==> config.mk <==
export PLATFORM = sky130hd
export DESIGN_NAME = mcmc_ram
export DESIGN_NICKNAME = d
export VERILOG_FILES = /design/src/hw/rtl/mcmc_ram.sv
export SDC_FILE = /design/constraint.sdc
export NUM_CORES = 1
export LEC_CHECK = 0
export BUFFER_PORTS_ARGS = -buffer_cell sky130_fd_sc_hd__buf_2
export CAP_MARGIN = 20
export CORE_ASPECT_RATIO = 1.4
export CORE_MARGIN = 2
export CORE_UTILIZATION = 61
export DETAILED_ROUTE_END_ITERATION = 12
export PLACE_DENSITY = 0.82
export SETUP_SLACK_MARGIN = 0.5
export SKIP_CTS_REPAIR_TIMING = 1
export SYNTH_ARGS = -nofsm -noshare
export SYNTH_HDL_FRONTEND = slang
export SYNTH_SLANG_ARGS = --single-unit
==> constraint.sdc <==
create_clock -name clk -period 5.25 [get_ports clk]
set_clock_uncertainty 0.2 [all_clocks]
set_input_delay 0.525 -clock clk [delete_from_list [all_inputs] [get_ports clk]]
set_output_delay 0.525 -clock clk [all_outputs]
set_load 0.02 [all_outputs]
==> src/hw/rtl/mcmc_ram.sv <==
// Generic RAM: one write port, two read ports with registered read data.
`default_nettype none
module mcmc_ram #(
    parameter int WIDTH = 16,
    parameter int DEPTH = 64
) (
    input  wire logic                     clk,
    input  wire logic                     we,
    input  wire logic [$clog2(DEPTH)-1:0] waddr,
    input  wire logic [WIDTH-1:0]         wdata,
    input  wire logic [$clog2(DEPTH)-1:0] raddr_a,
    input  wire logic [$clog2(DEPTH)-1:0] raddr_b,
    output logic      [WIDTH-1:0]         rdata_a,
    output logic      [WIDTH-1:0]         rdata_b
);

    logic [WIDTH-1:0] mem [DEPTH];

    always_ff @(posedge clk)
    begin
        if (we)
        begin
            mem[waddr] <= wdata;
        end
        rdata_a <= mem[raddr_a];
        rdata_b <= mem[raddr_b];
    end

endmodule
`default_nettype wire

==> flow_summary_export.csv <==
group,metric,value,unit
synthesis,async_flop_share,0,%
job,drv_cap,0,
timing,maxSlewViolCount,0,
timing,finalCriticalPeriod,3.606,ns
synthesis,yosys_warnings,0,
synthesis,yosys-top-cells-area,"edfxtp_1 (63%), mux4_2 (19%), mux2_2 (3.5%), mux2i_1 (3.1%), a211oi_1 (1.5%)",
grt,overflow,0,
critical_path,cp_max_fo,58,
routing,viasPerCell,7.700,
timing,hold_viol,0,
floorplan,die_w,243.1,um
cells_and_area,drive_gt1_share,33.28,%
clocking,cts.reportedPaths.clkPinSlew,0.07,ns
critical_path,arrival,3.91,ns
floorplan,die_area,82370,um2
floorplan,rows,122,
clocking,cts_max_level,3,
clocking,cts_root_buffer,"clkbuf_16",
placed_design,gpl.final_weighted_congestion,0.9394,
power_and_ir_drop,ir_drop,0.0002516,V
cells_and_area,syn2layout_area_growth,9.854,%
critical_path,cp-end-kind,"flop",
cells_and_area,final_core_utilization,67.72,%
routing,wl_per_cell,37.58,um
timing,tightest_slew,1.277,ns
critical_path,cp_cell_sequence,"buf_8 -> buf_4 -> mux4_2 -> mux2_2 -> a211oi_1 -> nor4_1",
floorplan,initial_utilization,61.64,%
cells_and_area,stdcell_count,3815,
status,status,"complete, no violations",
clocking,clk_path_buf_depth,3,
synthesis,synth_nets,2618,
synthesis,synthDistinctLibCells,43,
synthesis,yosysSeqAreaShare,64.28,%
critical_path,slowest_delay,0.97,ns
timing,post-route-period-util,68.68,%
critical_path,reg2reg_setup_slack,2.56,ns
placed_design,portBuffers,67,
timing,max_clock_freq,0.2773,GHz
routing,drt_first_pass_iters,6,
floorplan,io_pins,68,
routing,drt_iter0_drc,4977,
floorplan,die_h,338.8,um
synthesis,synth_edf_count,1024,
synthesis,synth_commonest_cells,"edfxtp_1 (1024), mux4_2 (407), mux2_2 (152), mux2i_1 (152), a211oi_1 (96)",
synthesis,synth_top_area_cell,"edfxtp_1",
grt,antenna_found_initial,9,
grt,grt_max_degree,108,
placed_design,dp_hpwl,87.37,mm
timing,setup_viol,0,
power_and_ir_drop,leakagePower,17.14,nW
power_and_ir_drop,powerDensity,335.9,nW/um2
critical_path,crit_type,"input port to flop",
synthesis,syn_area,48840,um2
routing,vias,29380,
clocking,cts_num_sinks,1056,
clocking,clkLatencyLatePin,0.69,ns
timing,tns,0,ns
placed_design,dpl.cell_count,3622,
clocking,cts_tree,"yes",
synthesis,yosysMostFrequentCell,"edfxtp_1",
critical_path,startpoint_type,"input port",
synthesis,yosys_register_bits,1056,
synthesis,yosys_most_used_dff,"edfxtp_1",
grt,grt_pass1_wl,206.0,mm
routing,ant_nets,0,
routing,wl,143.4,mm
cells_and_area,fin_nets,2711,
critical_path,crit_family,"buffers and inverters",
critical_path,cp.required,5.56,ns
synthesis,avgSynthCellArea,18.91,um2
synthesis,synth_cells,2582,
floorplan,core_region_area,79220,um2
min_path,hp-class,"input port to flop",
critical_path,critPathSlowestCell,"a211oi_1",
synthesis,yosysTopAreaCellShare,62.96,%
timing,max_slew_margin,14.32,%
routing,drc,0,
grt,grt_usage,35.09,%
clocking,cts_buffers,93,
timing,rsz0062_at_grt,"false",
grt,grt_pass1_vias,29620,
critical_path,cp_num_buf_inv,2,
[per-layer routing]
| metal | global-route usage [%] | up-vias | wire length (um) |
|---|---|---|---|
| li1 | - | 11210 | - |
| met1 | 43.46 | 14780 | 43940 |
| met2 | 54.78 | 2746 | 67470 |
| met3 | 9.936 | 631 | 20370 |
| met4 | 22.58 | 10 | 11490 |
| met5 | 0 | - | 94 |
[worst paths after layout]
path               from    endpoint  depth (start not counted)
max          raddr_b[0]  rdata_b[8]                          6
min           wdata[13]  mem[5][13]                          1
max reg2reg  mem[21][8]  rdata_b[8]                          5
min reg2reg  mem[38][9]  rdata_b[9]                          4
[final cells by class]
type / count / area, um2
flip-flops and latches: 1056 / 31390
multi-input cells: 1309 / 16130
fillers: 4734 / 25570
inverters: 4 / 15.01
diodes: 6 / 15.01
well taps: 1054 / 1319
repair buffers: 211 / 1679
clock buffers: 132 / 2640
clock inverters: 43 / 460.4
[cell families after synthesis]
| logic type | Yosys count | synth area share [%] |
|---|---|---|
| buffers and inverters | 217 | 2.752 |
| and+or+nand+nor | 245 | 2.249 |
| AOI/OAI and AO/OA | 344 | 4.850 |
| muxes | 720 | 25.87 |
| DFF | 1056 | 64.28 |
[cells in the final DEF (no fill, tap or decap), types with 32 or more instances in the layout]
master,count
edfxtp_1,1024
mux4_2,407
mux2i_1,152
mux2_2,152
buf_4,122
clkbuf_16,98
a211oi_1,96
nor2_1,93
nand2_1,80
o22ai_1,72
buf_2,62
a21oi_1,32
dfxtp_1,32
[through the flow]
stage	cell area [um2]	total power, mW	worst slack (ns)	hold WS, ns
after floorplan	48840	10.50	2.490	0.4239
after global placement	50320	11.05	1.163	0.6464
after detailed placement	50340	11.09	1.183	0.6716
after CTS	53440	17.96	1.876	0.1522
after global routing	53630	18.38	1.585	0.03469
final	53650	18.02	1.644	0.03056
[registers in the layout, indices dropped and copies added, names as in the netlist]
signal and count:
mem 1024, rdata_a 16, rdata_b 16
[report_power, final]
part / leakage, nW / switching (mW) / internal [mW]
logic: 6.15 / 0.997 / 0.594
registers: 9.48 / 0.0759 / 9.33
clock network: 1.50 / 3.07 / 3.96
(Power assumes the default switching activity.)
