`config.mk`:
```
export PLATFORM = sky130hd
export DESIGN_NAME = mcmc_front
export DESIGN_NICKNAME = d
export VERILOG_FILES = /design/src/hw/rtl/mcmc_pkg.sv /design/src/hw/rtl/mcmc_front.sv
export SDC_FILE = /design/constraint.sdc
export NUM_CORES = 1
export LEC_CHECK = 0
export BUFFER_PORTS_ARGS = -buffer_cell sky130_fd_sc_hd__buf_4
export CAP_MARGIN = 10
export CORE_MARGIN = 5
export CORE_UTILIZATION = 30
export CTS_BUF_LIST = sky130_fd_sc_hd__clkbuf_8
export CTS_CLUSTER_DIAMETER = 100
export CTS_CLUSTER_SIZE = 25
export DETAILED_ROUTE_END_ITERATION = 12
export SLEW_MARGIN = 10
export SYNTH_ARGS = -nofsm -noshare
export SYNTH_HDL_FRONTEND = slang
export SYNTH_SLANG_ARGS = --single-unit
export TNS_END_PERCENT = 5
```
`constraint.sdc`:
```
create_clock -name clk -period 4 [get_ports clk]
set_clock_uncertainty 0.2 [all_clocks]
set_input_delay 0.2 -clock clk [delete_from_list [all_inputs] [get_ports clk]]
set_output_delay 0.2 -clock clk [all_outputs]
set_load 0.03 [all_outputs]
```
`src/hw/rtl/mcmc_pkg.sv`:
```
// Shared constants, types and codes for the matrix chain cost block.
`default_nettype none
package mcmc_pkg;

    localparam int MAX_MATRICES = 32;
    localparam int DIM_BITS     = 16;

    localparam int DIM_DEPTH    = MAX_MATRICES + 1;
    localparam int DIM_IDX_W    = $clog2(DIM_DEPTH);
    localparam int DCNT_W       = $clog2(DIM_DEPTH + 1);
    localparam int DIMS_ADDR_W  = DIM_IDX_W + 1;
    localparam int DIMS_DEPTH   = 2 ** DIMS_ADDR_W;

    localparam int MAT_IDX_W    = (MAX_MATRICES > 1) ? $clog2(MAX_MATRICES) : 1;
    localparam int COST_ADDR_W  = 2 * MAT_IDX_W;
    localparam int COST_DEPTH   = 2 ** COST_ADDR_W;

    localparam int COST_W       = 64;
    localparam int PROD1_W      = 2 * DIM_BITS;
    localparam int PROD2_W      = 3 * DIM_BITS;

    localparam logic [1:0] ST_OK   = 2'd0;
    localparam logic [1:0] ST_FEW  = 2'd1;
    localparam logic [1:0] ST_MANY = 2'd2;
    localparam logic [1:0] ST_SAT  = 2'd3;

    typedef logic [DIM_BITS-1:0] dim_t;
    typedef logic [COST_W-1:0]   cost_t;

    typedef struct packed {
        logic              bank;
        logic [1:0]        status;
        logic [DCNT_W-1:0] nmat;
    } job_t;

endpackage
`default_nettype wire

```
`src/hw/rtl/mcmc_front.sv`:
```
// Front end: takes dimension words, stores them in a bank and queues one job per chain.
`default_nettype none
module mcmc_front (
    input  wire logic                             clk,
    input  wire logic                             rst_n,
    input  wire logic                             dim_valid,
    output logic                                  dim_ready,
    input  wire logic [15:0]                      dim_value,
    input  wire logic                             is_last,
    input  wire logic                             q_full,
    output logic                                  push,
    output mcmc_pkg::job_t                        push_job,
    output logic                                  dims_we,
    output logic      [mcmc_pkg::DIMS_ADDR_W-1:0] dims_waddr,
    output mcmc_pkg::dim_t                        dims_wdata
);

    logic [mcmc_pkg::DCNT_W-1:0] count_reg, count_next;
    logic                        many_reg, many_next;
    logic                        bank_reg, bank_next;
    logic                        accept;
    logic                        store_full;
    logic [mcmc_pkg::DCNT_W-1:0] count_after;

    assign dim_ready   = !q_full;
    assign accept      = dim_valid && dim_ready;
    assign store_full  = (count_reg >= mcmc_pkg::DCNT_W'(mcmc_pkg::DIM_DEPTH));
    assign count_after = store_full ? count_reg : count_reg + mcmc_pkg::DCNT_W'(1);

    assign dims_we    = accept && !store_full;
    assign dims_waddr = {bank_reg, count_reg[mcmc_pkg::DIM_IDX_W-1:0]};
    assign dims_wdata = mcmc_pkg::dim_t'(dim_value);

    assign push = accept && is_last;

    always_comb
    begin
        push_job.bank = bank_reg;
        push_job.nmat = count_after - mcmc_pkg::DCNT_W'(1);
        if (many_reg || store_full)
        begin
            push_job.status = mcmc_pkg::ST_MANY;
        end
        else if (count_after < mcmc_pkg::DCNT_W'(2))
        begin
            push_job.status = mcmc_pkg::ST_FEW;
        end
        else
        begin
            push_job.status = mcmc_pkg::ST_OK;
        end
    end

    always_comb
    begin
        count_next = count_reg;
        many_next  = many_reg;
        bank_next  = bank_reg;
        if (accept)
        begin
            if (is_last)
            begin
                count_next = '0;
                many_next  = 1'b0;
                bank_next  = !bank_reg;
            end
            else
            begin
                count_next = count_after;
                many_next  = many_reg || store_full;
            end
        end
    end

    always_ff @(posedge clk or negedge rst_n)
    begin
        if (!rst_n)
        begin
            count_reg <= '0;
            many_reg  <= 1'b0;
            bank_reg  <= 1'b0;
        end
        else
        begin
            count_reg <= count_next;
            many_reg  <= many_next;
            bank_reg  <= bank_next;
        end
    end

endmodule
`default_nettype wire

```
==> results.ini, run 1 <==
[worst_setup_path]
cp-start-kind=flip-flop
critPathMaxFanout=10
reg2reg_from=count_reg[0]$_DFFE_PN0P_
end_kind=primary output
crit_slowest_cell=dfrtp_1
crit_arrival_ns=2.69
cp_top_family=simple AND/OR/NAND/NOR gates
critPathMaxStageDelay_ns=0.48
crit_top_cell=ha_1
setup.worst_path.start=count_reg[0]$_DFFE_PN0P_
path_class=flip-flop to primary output
cp.required_ns=3.60
path_buf_inv=2
path_cells=inv_1 -> ha_1 -> or3b_4 -> o21ai_4 -> mux2i_1 -> ha_1 -> nor2b_1 -> xnor2_1 -> buf_4

[final_layout]
final_layout_size_suffix_gt1_share_pct=29.41
nets=129
regArea_um2=200.2
final_core_util_pct=36.65
largest_reg_flops=6
multi_input_area_um2=397.9
diodes=0
fillCellCount=270
area_growth_pct=17.29

[die]
num_rows=18
core_area_um2=2455
dieArea_um2=3668
io_pins=56
die_h_um=60.57
die_w_um=60.57
initial_core_util_pct=31.24

[flow_run]
cap_violations=0

[run_status]
status=finished, final reports clean

[route]
via_per_inst=4.629
wl_per_cell_um=13.30
drcViolationCount=0
drt-total-wl_um=1756
vias=611
ant_nets=0
drtPass1Iterations=3
drt_iter0_markers=13

[pwr]
powerDensity_nw_per_um2=484.6
ir_drop_mv=0.1965
finalPower_w=0.0004359
leakagePower_nw=0.4553

[sta]
rsz0062_at_grt=no
setup_viol=0
fin_crit_ns=3.089
clock.fmax_mhz=323.8
relSlewSlack_pct=75.83
final-hold-violation-count=0
final.period_utilization_pct=77.21
setup_tns_ns=0
drv_slew=0
tightest_slew_ns=0.3613

[cts]
cts_resized=0
cts_buffer_depth=2
ctsHtreeMaxLevel=1
clock_latency_ns=0.23
cts_tree=built
cts.clk_slew.worst_paths_ns=0.04
cts_inserted_buffers=3
clk_root_buffer_cell=clkbuf_8
cts.sinks=8

[synth]
yosysTopAreaCell=dfrtp_1
ys_seq_area_share_pct=26.10
synth_top_area_share_pct=26.10
synthCells=93
syn_nets=118
yosys_warnings=0
syn-cell-area_um2=767.0
ys_types=30
syn_area_per_cell_um2=8.247
ys_seq_elements=8
synth_most_common_cell=buf_4
synth_edf_count=0
ys_top_cells_by_area=dfrtp_1 26%, buf_4 18%, xor2_1 6.9%, ha_1 6.5%, nand2_1 4.4%
async_flop_share_pct=100.0
synth-main-ff-cell=dfrtp_1
yosys-top-cells-count=18 x buf_4, 9 x nand2_1, 9 x nor2_1

[worst_hold_path]
hold_path_class=input port to async pin

[global_routing]
grt_pass1_wl_um=2801
grt.overflow.total=0
track_usage_pct=10.07
antenna_found_initial=0
grt_max_degree=11
grt_pass1_vias=601

[place]
io_buffers=23
gp_congestion=0.7885
hpwl_um=1438

==> logic make-up (layout without fill, tap and decap cells) <==
group                    after synthesis  in the layout  synth area share (%)
adder cells (fa/ha/maj)                4              4                 6.526
AO/OA/AOI/OAI                         13             13                 11.75
flip-flops                             8              8                 26.10
AND/OR/NAND/NOR                       30             30                 20.07
XOR/XNOR                               9              9                 10.28
multiplexers                           2              2                 3.262
buffers and inverters                 27             36                 22.02
==> per-stage QoR <==
step	hold WS [ns]	cells	instance area [µm²]	worst slack (ns)
5_1_grt	0.1675	132	899.6	0.7549
3_5_place_dp	-0.1755	127	838.3	1.140
3_3_place_gp	-0.1780	127	838.3	1.242
2_1_floorplan	-0.2956	93	767.0	0.8220
6_report	0.1446	132	899.6	0.9114
4_1_cts	0.1253	132	899.6	0.8873
==> cell type report <==
type / count / area share (%)
multi-input cells: 58 / 44.23
well taps: 30 / 4.172
repair buffers: 25 / 21.42
clock buffers: 3 / 4.590
inverters: 8 / 3.338
flip-flops and latches: 8 / 22.25
==> cells in the final DEF, fill, tap and decap left out, drive strengths merged <==
master / n
xor2: 6
dlygate4sd3: 2
a2bb2oi: 1
nand2: 9
o21ai: 6
nand4: 1
ha: 4
mux2: 1
o22ai: 1
mux2i: 1
a211oi: 1
dfrtp: 8
nand3b: 2
and3b: 1
o41ai: 1
or3b: 1
inv: 8
nand3: 1
or2: 1
a21oi: 2
xnor2: 3
clkbuf: 3
nor2: 9
buf: 23
or2b: 1
nand2b: 1
nor2b: 2
nor3b: 1
o31ai: 1
==> worst paths after layout <==
check                                           end  slack (ns)  depth (start not counted)
setup / recovery                        push_job[4]        0.91                          9
hold / removal             count_reg[0]$_DFFE_PN0P_        0.14                          2
setup reg to reg           count_reg[1]$_DFFE_PN0P_        1.80                          6
hold reg to reg                bank_reg$_DFFE_PN0P_        0.30                          1
max in group asynchronous  count_reg[3]$_DFFE_PN0P_        3.33                          2
min in group clk           count_reg[5]$_DFFE_PN0P_        0.15                          3
==> per-layer routing <==
layer  global-route usage (%)  vias up  share of wire, %
met5                        0        -                 0
met4                    7.740        0               3.5
met3                    1.064       10                10
met2                    16.18       27                43
met1                    12.24      270                43
li1                         -      304                 -
==> repair_timing <==
action | 4_1_cts | 5_1_grt
hold buffers | 2 | 0
endpoints found under the hold margin | 10 | 0
buffers inserted | 0 | 0
==> report_power, final <==
group	internal (W)	switching, W	leakage, nW
sequential	0.0000921	0.0000173	0.107
clock	0.0000651	0.0000311	0.0216
combinational	0.0000910	0.000139	0.327
total	0.000248	0.000188	0.455
==> worst reg2reg max path: stages (launching register included) <==
cell and delay [ns]:
dfrtp_1 0.48, inv_1 0.12, ha_1 0.16, or3b_4 0.39, o21ai_4 0.26, mux2i_1 0.34
o22ai_1 0.11
Power figures use the tool's default switching activity.
==> inputs of run 2 (changes only) <==
==> constraint.sdc (replaced) <==
create_clock -name clk -period 3.1 [get_ports clk]
set_clock_uncertainty 0.2 [all_clocks]
set_input_delay 0.155 -clock clk [delete_from_list [all_inputs] [get_ports clk]]
set_output_delay 0.155 -clock clk [all_outputs]
set_load 0.03 [all_outputs]
==> run 2 against run 1 <==
Die area unchanged. Sequential power increased by 30%. Flip-flop and latch count unchanged. Largest cell class unchanged. Critical path type unchanged. Global-route usage down 0.17 points. First-iteration DRC count decreased by 7.7%. Largest power group unchanged.
==> results.ini, run 2 (synthesis results as in run 1) <==
[place]
gp_congestion=0.8192
dp.cells=128
hpwl_um=1475
placed_area_um2=853.3
io_buffers=23

[die]
dieArea_um2=3668
io_pins=56
die_w_um=60.57
core_area_um2=2455
die_h_um=60.57
initial_core_util_pct=31.24
num_rows=18

[final_layout]
regArea_um2=200.2
layout_common_cells=24 x buf_4, 9 x nand2_1, 9 x nor2_1
final_cell_area_um2=918.4
layout.cells.non_filler=133
nets=130
multi_input_area_um2=409.1
fillCellCount=261
largest_reg_flops=6
final_common_cell=buf_4
final_layout_size_suffix_gt1_share_pct=32.04
diodes=0
area_growth_pct=19.74

[cts]
cts_inserted_buffers=3
clock_latency_ns=0.23
postCtsSetupBuffers=0
cts.clk_slew.worst_paths_ns=0.04
cts_tree=built
cts.sinks=8
cts_buffer_depth=2
clk_root_buffer_cell=clkbuf_8
ctsHtreeMaxLevel=1

[worst_setup_path]
path_class=flip-flop to primary output
setup.worst_path.start=count_reg[0]$_DFFE_PN0P_
reg2reg_from=count_reg[0]$_DFFE_PN0P_
crit_arrival_ns=2.62
end_kind=primary output
cp-start-kind=flip-flop
cp.required_ns=2.74
critPathMaxFanout=10

[sta]
hold_ws_ns=0.07717
drv_slew=0
final.period_utilization_pct=96.00
clock.fmax_mhz=336.0
setup_tns_ns=0
setup_viol=0
rsz0062_at_grt=no
tightest_slew_ns=0.3931
fin_crit_ns=2.976
relSlewSlack_pct=73.70
final-hold-violation-count=0

[route]
drtPass1Iterations=4
drt_iter0_markers=12
drt-total-wl_um=1794
ant_nets=0
vias=638
wl_per_cell_um=13.49
drcViolationCount=0
via_per_inst=4.797

[global_routing]
grt_max_degree=11
grt_pass1_vias=597
grt.overflow.total=0
grt_pass1_wl_um=2684
antenna_found_initial=0
track_usage_pct=9.904

[pwr]
powerDensity_nw_per_um2=622.2
ir_drop_mv=0.3215
finalPower_w=0.0005714
leakagePower_nw=0.4615

[worst_hold_path]
hold_path_class=input port to async pin

[run_status]
status=finished, final reports clean

[flow_run]
cap_violations=0

## run 2: what timing repair did
action / CTS / global route
hold buffers: 2 / 0
hold endpoints to repair: 10 / 0
resized for setup: 0 / 1
endpoints found under the setup margin: 0 / 1
## run 2: path summary, 6_finish.rpt
check | end | slack (ns) | depth (start not counted)
worst max-delay path | push_job[4] | 0.12 | 9
worst min-delay path | count_reg[0]$_DFFE_PN0P_ | 0.08 | 2
worst max register to register | count_reg[2]$_DFFE_PN0P_ | 0.90 | 7
worst min register to register | bank_reg$_DFFE_PN0P_ | 0.30 | 1
max in group asynchronous | many_reg$_DFFE_PN0P_ | 2.50 | 2
min in group clk | count_reg[1]$_DFFE_PN0P_ | 0.09 | 3
## run 2: layout make-up
| cell class | count | share of cell area (%) |
|---|---|---|
| well taps | 30 | 4.087 |
| inverters | 8 | 3.270 |
| multi-input cells | 58 | 44.55 |
| flip-flops and latches | 8 | 21.80 |
| repair buffers | 26 | 21.80 |
| clock buffers | 3 | 4.496 |
## run 2: through the flow
stage,utilization (%),setup slack [ns]
floorplan,-,0.02714
global placement,34.76,0.4661
detailed placement,34.76,0.3525
CTS,37.26,0.08895
global route,37.41,0.01755
finish,37.41,0.1241
## run 2: worst max-delay path: stages, from the launching register on
cell and delay, ns:
dfrtp_1 0.50, inv_1 0.13, ha_1 0.15, or3b_4 0.39
o21ai_4 0.16, mux2i_2 0.32, ha_1 0.23, nor2b_1 0.18
xnor2_1 0.14, buf_4 0.18
## run 2: power breakdown
group / switching [W] / internal (W)
registers: 0.0000233 / 0.000119
logic: 0.000183 / 0.000121
clock network: 0.0000410 / 0.0000841
total: 0.000247 / 0.000324
## run 2: routing by layer
metal | share of wire (%) | track usage, % | vias up
li1 | - | - | 305
met1 | 40 | 11.24 | 291
met2 | 47 | 15.88 | 32
met3 | 10 | 1.915 | 10
met4 | 2.8 | 8.359 | 0
met5 | 0 | 0 | -
