<file path="src/hw/rtl/mcmc_pkg.sv">
// Shared constants, types and codes for the matrix chain cost block.
`default_nettype none
package mcmc_pkg;

    localparam int MAX_MATRICES = 32;
    localparam int DIM_BITS     = 16;

    localparam int DIM_DEPTH    = MAX_MATRICES + 1;
    localparam int DIM_IDX_W    = $clog2(DIM_DEPTH);
    localparam int DCNT_W       = $clog2(DIM_DEPTH + 1);
    localparam int DIMS_ADDR_W  = DIM_IDX_W + 1;
    localparam int DIMS_DEPTH   = 2 ** DIMS_ADDR_W;

    localparam int MAT_IDX_W    = (MAX_MATRICES > 1) ? $clog2(MAX_MATRICES) : 1;
    localparam int COST_ADDR_W  = 2 * MAT_IDX_W;
    localparam int COST_DEPTH   = 2 ** COST_ADDR_W;

    localparam int COST_W       = 64;
    localparam int PROD1_W      = 2 * DIM_BITS;
    localparam int PROD2_W      = 3 * DIM_BITS;

    localparam logic [1:0] ST_OK   = 2'd0;
    localparam logic [1:0] ST_FEW  = 2'd1;
    localparam logic [1:0] ST_MANY = 2'd2;
    localparam logic [1:0] ST_SAT  = 2'd3;

    typedef logic [DIM_BITS-1:0] dim_t;
    typedef logic [COST_W-1:0]   cost_t;

    typedef struct packed {
        logic              bank;
        logic [1:0]        status;
        logic [DCNT_W-1:0] nmat;
    } job_t;

endpackage
`default_nettype wire

</file>
<file path="src/hw/rtl/mcmc_queue.sv">
// Two-entry job queue between the front end and the table engine.
`default_nettype none
module mcmc_queue (
    input  wire logic           clk,
    input  wire logic           rst_n,
    input  wire logic           push,
    input  wire mcmc_pkg::job_t push_job,
    input  wire logic           pop,
    output logic                q_full,
    output logic                head_valid,
    output mcmc_pkg::job_t      head_job
);

    mcmc_pkg::job_t q_reg [2];
    logic           wr_ptr_reg, wr_ptr_next;
    logic           rd_ptr_reg, rd_ptr_next;
    logic [1:0]     cnt_reg, cnt_next;

    assign q_full     = (cnt_reg == 2'd2);
    assign head_valid = (cnt_reg != 2'd0);
    assign head_job   = q_reg[rd_ptr_reg];

    always_comb
    begin
        wr_ptr_next = push ? !wr_ptr_reg : wr_ptr_reg;
        rd_ptr_next = pop ? !rd_ptr_reg : rd_ptr_reg;
        cnt_next    = cnt_reg + 2'(push) - 2'(pop);
    end

    always_ff @(posedge clk)
    begin
        if (push)
        begin
            q_reg[wr_ptr_reg] <= push_job;
        end
    end

    always_ff @(posedge clk or negedge rst_n)
    begin
        if (!rst_n)
        begin
            wr_ptr_reg <= 1'b0;
            rd_ptr_reg <= 1'b0;
            cnt_reg    <= 2'd0;
        end
        else
        begin
            wr_ptr_reg <= wr_ptr_next;
            rd_ptr_reg <= rd_ptr_next;
            cnt_reg    <= cnt_next;
        end
    end

endmodule
`default_nettype wire

</file>
<file path="config.mk">
export PLATFORM = sky130hd
export DESIGN_NAME = mcmc_queue
export DESIGN_NICKNAME = d
export VERILOG_FILES = /design/src/hw/rtl/mcmc_pkg.sv /design/src/hw/rtl/mcmc_queue.sv
export SDC_FILE = /design/constraint.sdc
export NUM_CORES = 1
export LEC_CHECK = 0
export BUFFER_PORTS_ARGS = -buffer_cell sky130_fd_sc_hd__buf_4
export CORE_AREA = 3 3 47 49
export DETAILED_ROUTE_END_ITERATION = 10
export DIE_AREA = 0 0 50 52
export HOLD_SLACK_MARGIN = 0.05
export PLACE_DENSITY_LB_ADDON = 0.08
export SYNTH_ARGS = -nofsm -noshare
export SYNTH_HDL_FRONTEND = slang
export SYNTH_SLANG_ARGS = --single-unit
</file>
<file path="constraint.sdc">
create_clock -name clk -period 3.2 [get_ports clk]
set_input_delay 0.16 -clock clk [delete_from_list [all_inputs] [get_ports clk]]
set_output_delay 0.16 -clock clk [all_outputs]
set_load 0.02 [all_outputs]
</file>
==> flow_metrics.tcl, run 1 <==
set metrics [dict create \
    hold_viol_final 0 \
    synth_top_area_share_pct 61.02 \
    power_frac_seq_pct 46.9 \
    synthTopCellsByCount "edfxtp_1, mux2_4, dfrtp_1" \
    seqCellArea_sq_um 640.6 \
    synth_area_sq_um 885.9 \
    timing.rr.start "wr_ptr_reg" \
    multiInputGateArea_sq_um 226.5 \
    power_mw 0.9496 \
    firstDrtPassIters 2 \
    powerDensity_nw_per_um2 773.7 \
    portBuffers 23 \
    drive_gt1_share_pct 44.44 \
    ys_types 11 \
    cts_made_buffers 3 \
    antenna_found_initial 0 \
    n_antenna_cell 0 \
    grt_overflow_total 0 \
    synth_flop_cell "edfxtp_1" \
    drtIter0Drc 5 \
    slew_headroom_pct 46.65 \
    viasPerCell 4.343 \
    ys.warnings.count 0 \
    fin_skew_ns 0.007379 \
    grt_max_degree 13 \
    syn_inst 43 \
    swShare_pct 30.96 \
    postSynthNetCount 58 \
    drc_errors 0 \
    avgRoutedWirePerCell_um 11.85 \
    die_w_um 50 \
    worst_pin_slew_ns 0.7986 \
    reg2reg_depth 1 \
    cp_max_fo 10 \
    cp.required_ns 3.04 \
    seq_area_frac_synth_pct 72.32 \
    worstPathArrival_ns 1.51 \
    peakVddDrop_mv 0.5027 \
    ys_seq_elements 22 \
    postSynth.asyncResetShare_pct 18.18 \
    r2r-end "q_reg[0][3]" \
    clock_path_buffers 2 \
    final-setup-viol-count 0 \
    max_freq_mhz 598.8 \
    grt_util_all_layers_pct 11.34 \
    holdCritPathClass "in -> async" \
    path_clk_slew_ns 0.11 \
    power_frac_comb_pct 39.8 \
    pin_count 24 \
    post_cts.repair.setup_buffers 0 \
    synth-edff-count 18 \
    core-area_sq_um 1902 \
    htree_levels 1 \
    start_kind "register" \
    cts-root-buf "clkbuf_4" \
    tns_ns 0 \
    drt-total-wl_um 1280 \
    endpoint_kind "output pin" \
    yosysMostFrequentCell "edfxtp_1" \
    yosys-top-cells-area "edfxtp_1, mux2_4, dfrtp_1" \
    rrSetupSlack_ns 1.80 \
    outcome "finished clean" \
    die_y_um 52 \
    dieArea_sq_um 2600 \
    finalMaxSlewViolations 0 \
    cts_tree "done" \
    fin_nets 97 \
    maxCapViolations 0 \
    start_util_pct 46.58 \
    clk_latency_ns 0.30 \
    fillers 134 \
    syn_avg_cell_area_sq_um 20.60 \
    ant_nets 0 \
    cts.sinks 22 \
    grt_pass1_wl_um 2145 \
    hold_ws_ns 0.1847 \
    min_period_ns 1.670 \
    p_clk_share_pct 13.4 \
    grt_pass1_vias 459 \
    worstSetupPathType "reg -> out" \
    p_sw_mw 0.2940 \
    p_leak_nw 0.5245 \
    rows 16 \
    areaGrowthSynthToFinish_pct 38.56 \
    rsz0062_at_grt "no" \
    largest_reg_flops 18 \
    vias 469 \
    min_period_over_period_pct 52.19 \
    gp_congestion 0.6218 \
    synth_area_leader_cell "edfxtp_1" \
    cts_repair_resize_count 0 \
    p_int_mw 0.6556 \
]
cell usage in the layout, fill, tap and decap left out:
master,instances
xor2_1,2
edfxtp_1,18
clkbuf_4,3
dfrtp_1,4
xor3_1,1
nor2b_1,2
dlygate4sd3_1,12
ha_1,2
or2_2,1
buf_4,23
and2_1,1
inv_1,2
mux2_4,9
clkbuf_1,1
kinds of logic after synthesis:
family | synth area share (%)
buf+inv | 2.119
simple gates | 2.826
mux | 15.25
fa+ha+maj | 2.824
xor+xnor | 4.661
flops | 72.32
repair_timing:
action	in CTS	in global routing
hold buffers	12	0
endpoints found under the setup margin	0	0
endpoints found under the hold margin	24	0
through the flow:
stage / setup slack [ns] / utilization [%] / instances / instance area (sq um)
floorplan: 1.895 / - / 43 / 885.9
global placement: 1.779 / 56.84 / 92 / 1081
detailed placement: 1.771 / 56.84 / 92 / 1081
CTS: 1.493 / 64.54 / 108 / 1227
global route: 1.412 / 64.54 / 108 / 1227
finish: 1.530 / 64.54 / 108 / 1227
how the worst max path moves through the flow:
stage / startpoint / to / slack (ns)
after CTS: rd_ptr_reg / head_job[5] / 1.49
after detailed placement: wr_ptr_reg / q_reg[0][6] / 1.77
after floorplan: cnt_reg[0] / cnt_reg[1] / 1.89
final: rd_ptr_reg / head_job[5] / 1.53
after global routing: rd_ptr_reg / head_job[4] / 1.41
after global placement: wr_ptr_reg / q_reg[0][6] / 1.78
worst max-delay path, cell delays in order, from the launching register on:
cell and delay [ns]:
dfrtp_1 0.72, mux2_4 0.35, buf_4 0.16
metal layers:
metal / global-route usage [%] / share of wire, % / vias up / routed length (um)
li1: - / - / 234 / -
met1: 14.20 / 41 / 223 / 520
met2: 19.78 / 55 / 12 / 708
met3: 1.719 / 4.0 / 0 / 51
met4: 4.147 / 0 / 0 / 0
met5: 0 / 0 / - / 0
power by group through the flow:
| stage | Sequential [mW] | Clock [mW] | Combinational [mW] |
|---|---|---|---|
| after detailed placement | 0.454 | 0 | 0.372 |
| after floorplan | 0.416 | 0 | 0.290 |
| after global routing | 0.458 | 0.143 | 0.407 |
| after global placement | 0.451 | 0 | 0.370 |
| after CTS | 0.447 | 0.132 | 0.384 |
| final | 0.445 | 0.127 | 0.377 |
area by class of cell:
cell class	count	share of cell area, %
clock buffers	4	2.141
well taps	27	2.752
multi-input cells	18	18.45
inverters	2	0.6116
flip-flops and latches	22	52.19
repair buffers	35	23.85
(Power assumes the default switching activity.)
==> inputs of run 2 (changes only) <==
Settings changed: ABC_AREA from default to 1.
Clock period 3.2 ns to 1.7 ns, I/O delays scaled along.
==> run 2 against run 1 <==
- first-iteration DRC count is 40% lower
- synthesized cell count is 67% higher
- utilization decreased by 0.13 points
- final area fell by 0.20%
- via count rose by 20%
- clock power up 70%
==> flow_metrics.tcl, run 2 <==
set metrics [dict create \
    hold_viol_final 0 \
    cp_cell_sequence "nand2_1 > o21ai_0 > buf_4" \
    power_frac_seq_pct 47.7 \
    seq_area_frac_synth_pct 71.51 \
    grt_pass1_wl_um 2159 \
    crit_cells 3 \
    tns_ns 0 \
    core-area_sq_um 1902 \
    grt_pass1_vias 517 \
    p_clk_share_pct 12.5 \
    grt_max_degree 20 \
    met3_length_um 39 \
    grt_util_all_layers_pct 10.98 \
    start_kind "register" \
    seqCellArea_sq_um 640.6 \
    crit_start "rd_ptr_reg" \
    fin_nets 126 \
    ys.warnings.count 0 \
    synth_compound_area_share_pct 5.447 \
    synth-edff-count 18 \
    synthSimpleGateAreaFrac_pct 8.101 \
    clk_latency_ns 0.28 \
    yosys-top-cells-area "edfxtp_1, dfrtp_1, inv_1" \
    swShare_pct 35.87 \
    worst_pin_slew_ns 0.5442 \
    slowest_delay_ns 0.70 \
    synth_area_sq_um 895.9 \
    slew_headroom_pct 63.72 \
    max_freq_mhz 693.9 \
    syn_avg_cell_area_sq_um 12.44 \
    synth_xor_area_share_pct 1.955 \
    p_sw_mw 0.6230 \
    final_cell_mix "buf_4, edfxtp_1, inv_1, nand2_1, dlygate4sd3_1" \
    outcome "finished clean" \
    maxCapViolations 0 \
    gp_congestion 0.6617 \
    path_clk_slew_ns 0.10 \
    dieArea_sq_um 2600 \
    die_w_um 50 \
    fin_util_pct 64.41 \
    drtIter0Drc 3 \
    clock_path_buffers 2 \
    ys_seq_elements 22 \
    cts_repair_resize_count 0 \
    cpLargestDelayFamily "flip-flops" \
    p_int_mw 1.114 \
    cts.sinks 22 \
    slowest_stage "dfrtp_1" \
    antenna_found_initial 0 \
    endpoint_kind "output pin" \
    die_y_um 52 \
    cp_max_fo 19 \
    cts_made_buffers 3 \
    drt-total-wl_um 1261 \
    path_buf_inv 1 \
    fin_skew_ns 0.004555 \
    min_period_over_period_pct 84.77 \
    multiInputGateArea_sq_um 163.9 \
    avgRoutedWirePerCell_um 9.204 \
    synth_mux_area_share_pct 0 \
    post_cts.repair.setup_buffers 0 \
    ant_nets 0 \
    finalMaxSlewViolations 0 \
    ys_types 12 \
    firstDrtPassIters 2 \
    largest_reg_flops 18 \
    n_antenna_cell 0 \
    cts-root-buf "clkbuf_4" \
    synthAdderAreaFrac_pct 2.793 \
    synthTopCellsByCount "edfxtp_1, inv_1, nand2_1" \
    synth_area_leader_cell "edfxtp_1" \
    drc_errors 0 \
    cts_tree "done" \
    cp.required_ns 1.62 \
    syn_inst 72 \
    top_layer "met4" \
    final-setup-viol-count 0 \
    areaGrowthSynthToFinish_pct 36.73 \
    rows 16 \
    synth_top_area_share_pct 60.34 \
    r2r-end "cnt_reg[1]" \
    postSynthNetCount 87 \
    layout_commonest_cell "buf_4" \
    rsz0062_at_grt "no" \
    worstPathArrival_ns 1.36 \
    portBuffers 23 \
    pin_count 24 \
    peakVddDrop_mv 0.7236 \
    synth_top_family_by_area "buffers and inverters" \
    fillers 159 \
    p_leak_nw 0.5629 \
    timing.rr.start "cnt_reg[0]" \
    grt_overflow_total 0 \
    holdCritPathClass "in -> async" \
    place_hpwl_um 905.4 \
    met2_wirelength_um 638 \
    yosysMostFrequentCell "edfxtp_1" \
    drive_gt1_share_pct 25.45 \
    reg2reg_depth 7 \
    htree_levels 1 \
    synth_flop_cell "edfxtp_1" \
    power_frac_comb_pct 39.9 \
    wl_met1_um 570 \
    viasPerCell 4.117 \
    start_util_pct 47.11 \
    rrSetupSlack_ns 0.57 \
    vias 564 \
    min_period_ns 1.441 \
    powerDensity_nw_per_um2 1418 \
    worstSetupPathType "reg -> out" \
    postSynth.asyncResetShare_pct 18.18 \
]
==> run 2: cell count changes in the layout (fill, tap and decap cells not counted), sizes merged, moves of 2 or more <==
| cell | delta |
|---|---|
| mux2 | -9 |
| nor2 | +2 |
| nand2 | +16 |
| o21ai | +9 |
| nor2b | -2 |
| inv | +14 |
==> run 2: repair_timing <==
item,CTS,global route
hold buffers,12,0
endpoints found under the hold margin,25,0
endpoints found under the setup margin,0,0
==> run 2: cell families (layout without fill, tap and decap cells) <==
kind of cell | after synthesis | count (layout)
compound gates | 9 | 9
xor+xnor | 2 | 2
fa+ha+maj | 2 | 2
buf+inv | 18 | 56
flops | 22 | 22
simple gates | 19 | 19
==> run 2: worst max-delay path by stage <==
stage	endpoint
floorplan	q_reg[0][0]
global placement	head_job[6]
detailed placement	head_job[8]
CTS	head_job[8]
global route	head_job[2]
finish	head_job[3]
==> run 2: through the flow <==
stage	instances	setup WS, ns	instance area [sq um]	hold WS [ns]	total power, mW
floorplan	72	0.5110	895.9	-0.2106	1.298
finish	137	0.2589	1225	0.1206	1.737
detailed placement	121	0.5401	1079	-0.1146	1.526
global route	137	0.06098	1225	0.1232	1.870
CTS	137	0.2067	1225	0.1087	1.764
global placement	121	0.5691	1079	-0.1152	1.509
==> run 2: cell type report <==
| type | count | area share, % |
|---|---|---|
| tap | 27 | 2.758 |
| clock buffer | 3 | 1.839 |
| multi-input combinational | 32 | 13.38 |
| clock inverter | 1 | 0.3064 |
| inverter | 16 | 4.903 |
| sequential | 22 | 52.30 |
| timing repair buffer | 36 | 24.51 |
==> run 2: power groups by stage <==
stage          sequential, mW  combinational (mW)  clock (mW)
2_1_floorplan           0.778               0.521           0
3_3_place_gp            0.836               0.673           0
5_1_grt                 0.850               0.771       0.249
6_report                0.828               0.692       0.216
3_5_place_dp            0.843               0.682           0
4_1_cts                 0.831               0.707       0.227
==> run 2: per-layer routing <==
| layer | track usage (%) | vias up |
|---|---|---|
| met1 | 13.83 | 243 |
| met4 | 2.765 | 0 |
| met3 | 2.579 | 2 |
| met2 | 18.91 | 12 |
| met5 | 0 | - |
| li1 | - | 307 |
==> run 2: worst reg2reg max path, stage by stage, from the launching register on <==
cell     delay, ns
dfrtp_1       0.40
inv_1         0.07
ha_1          0.22
inv_1         0.05
ha_1          0.16
inv_1         0.04
nand2_1       0.05
nand2_1       0.04
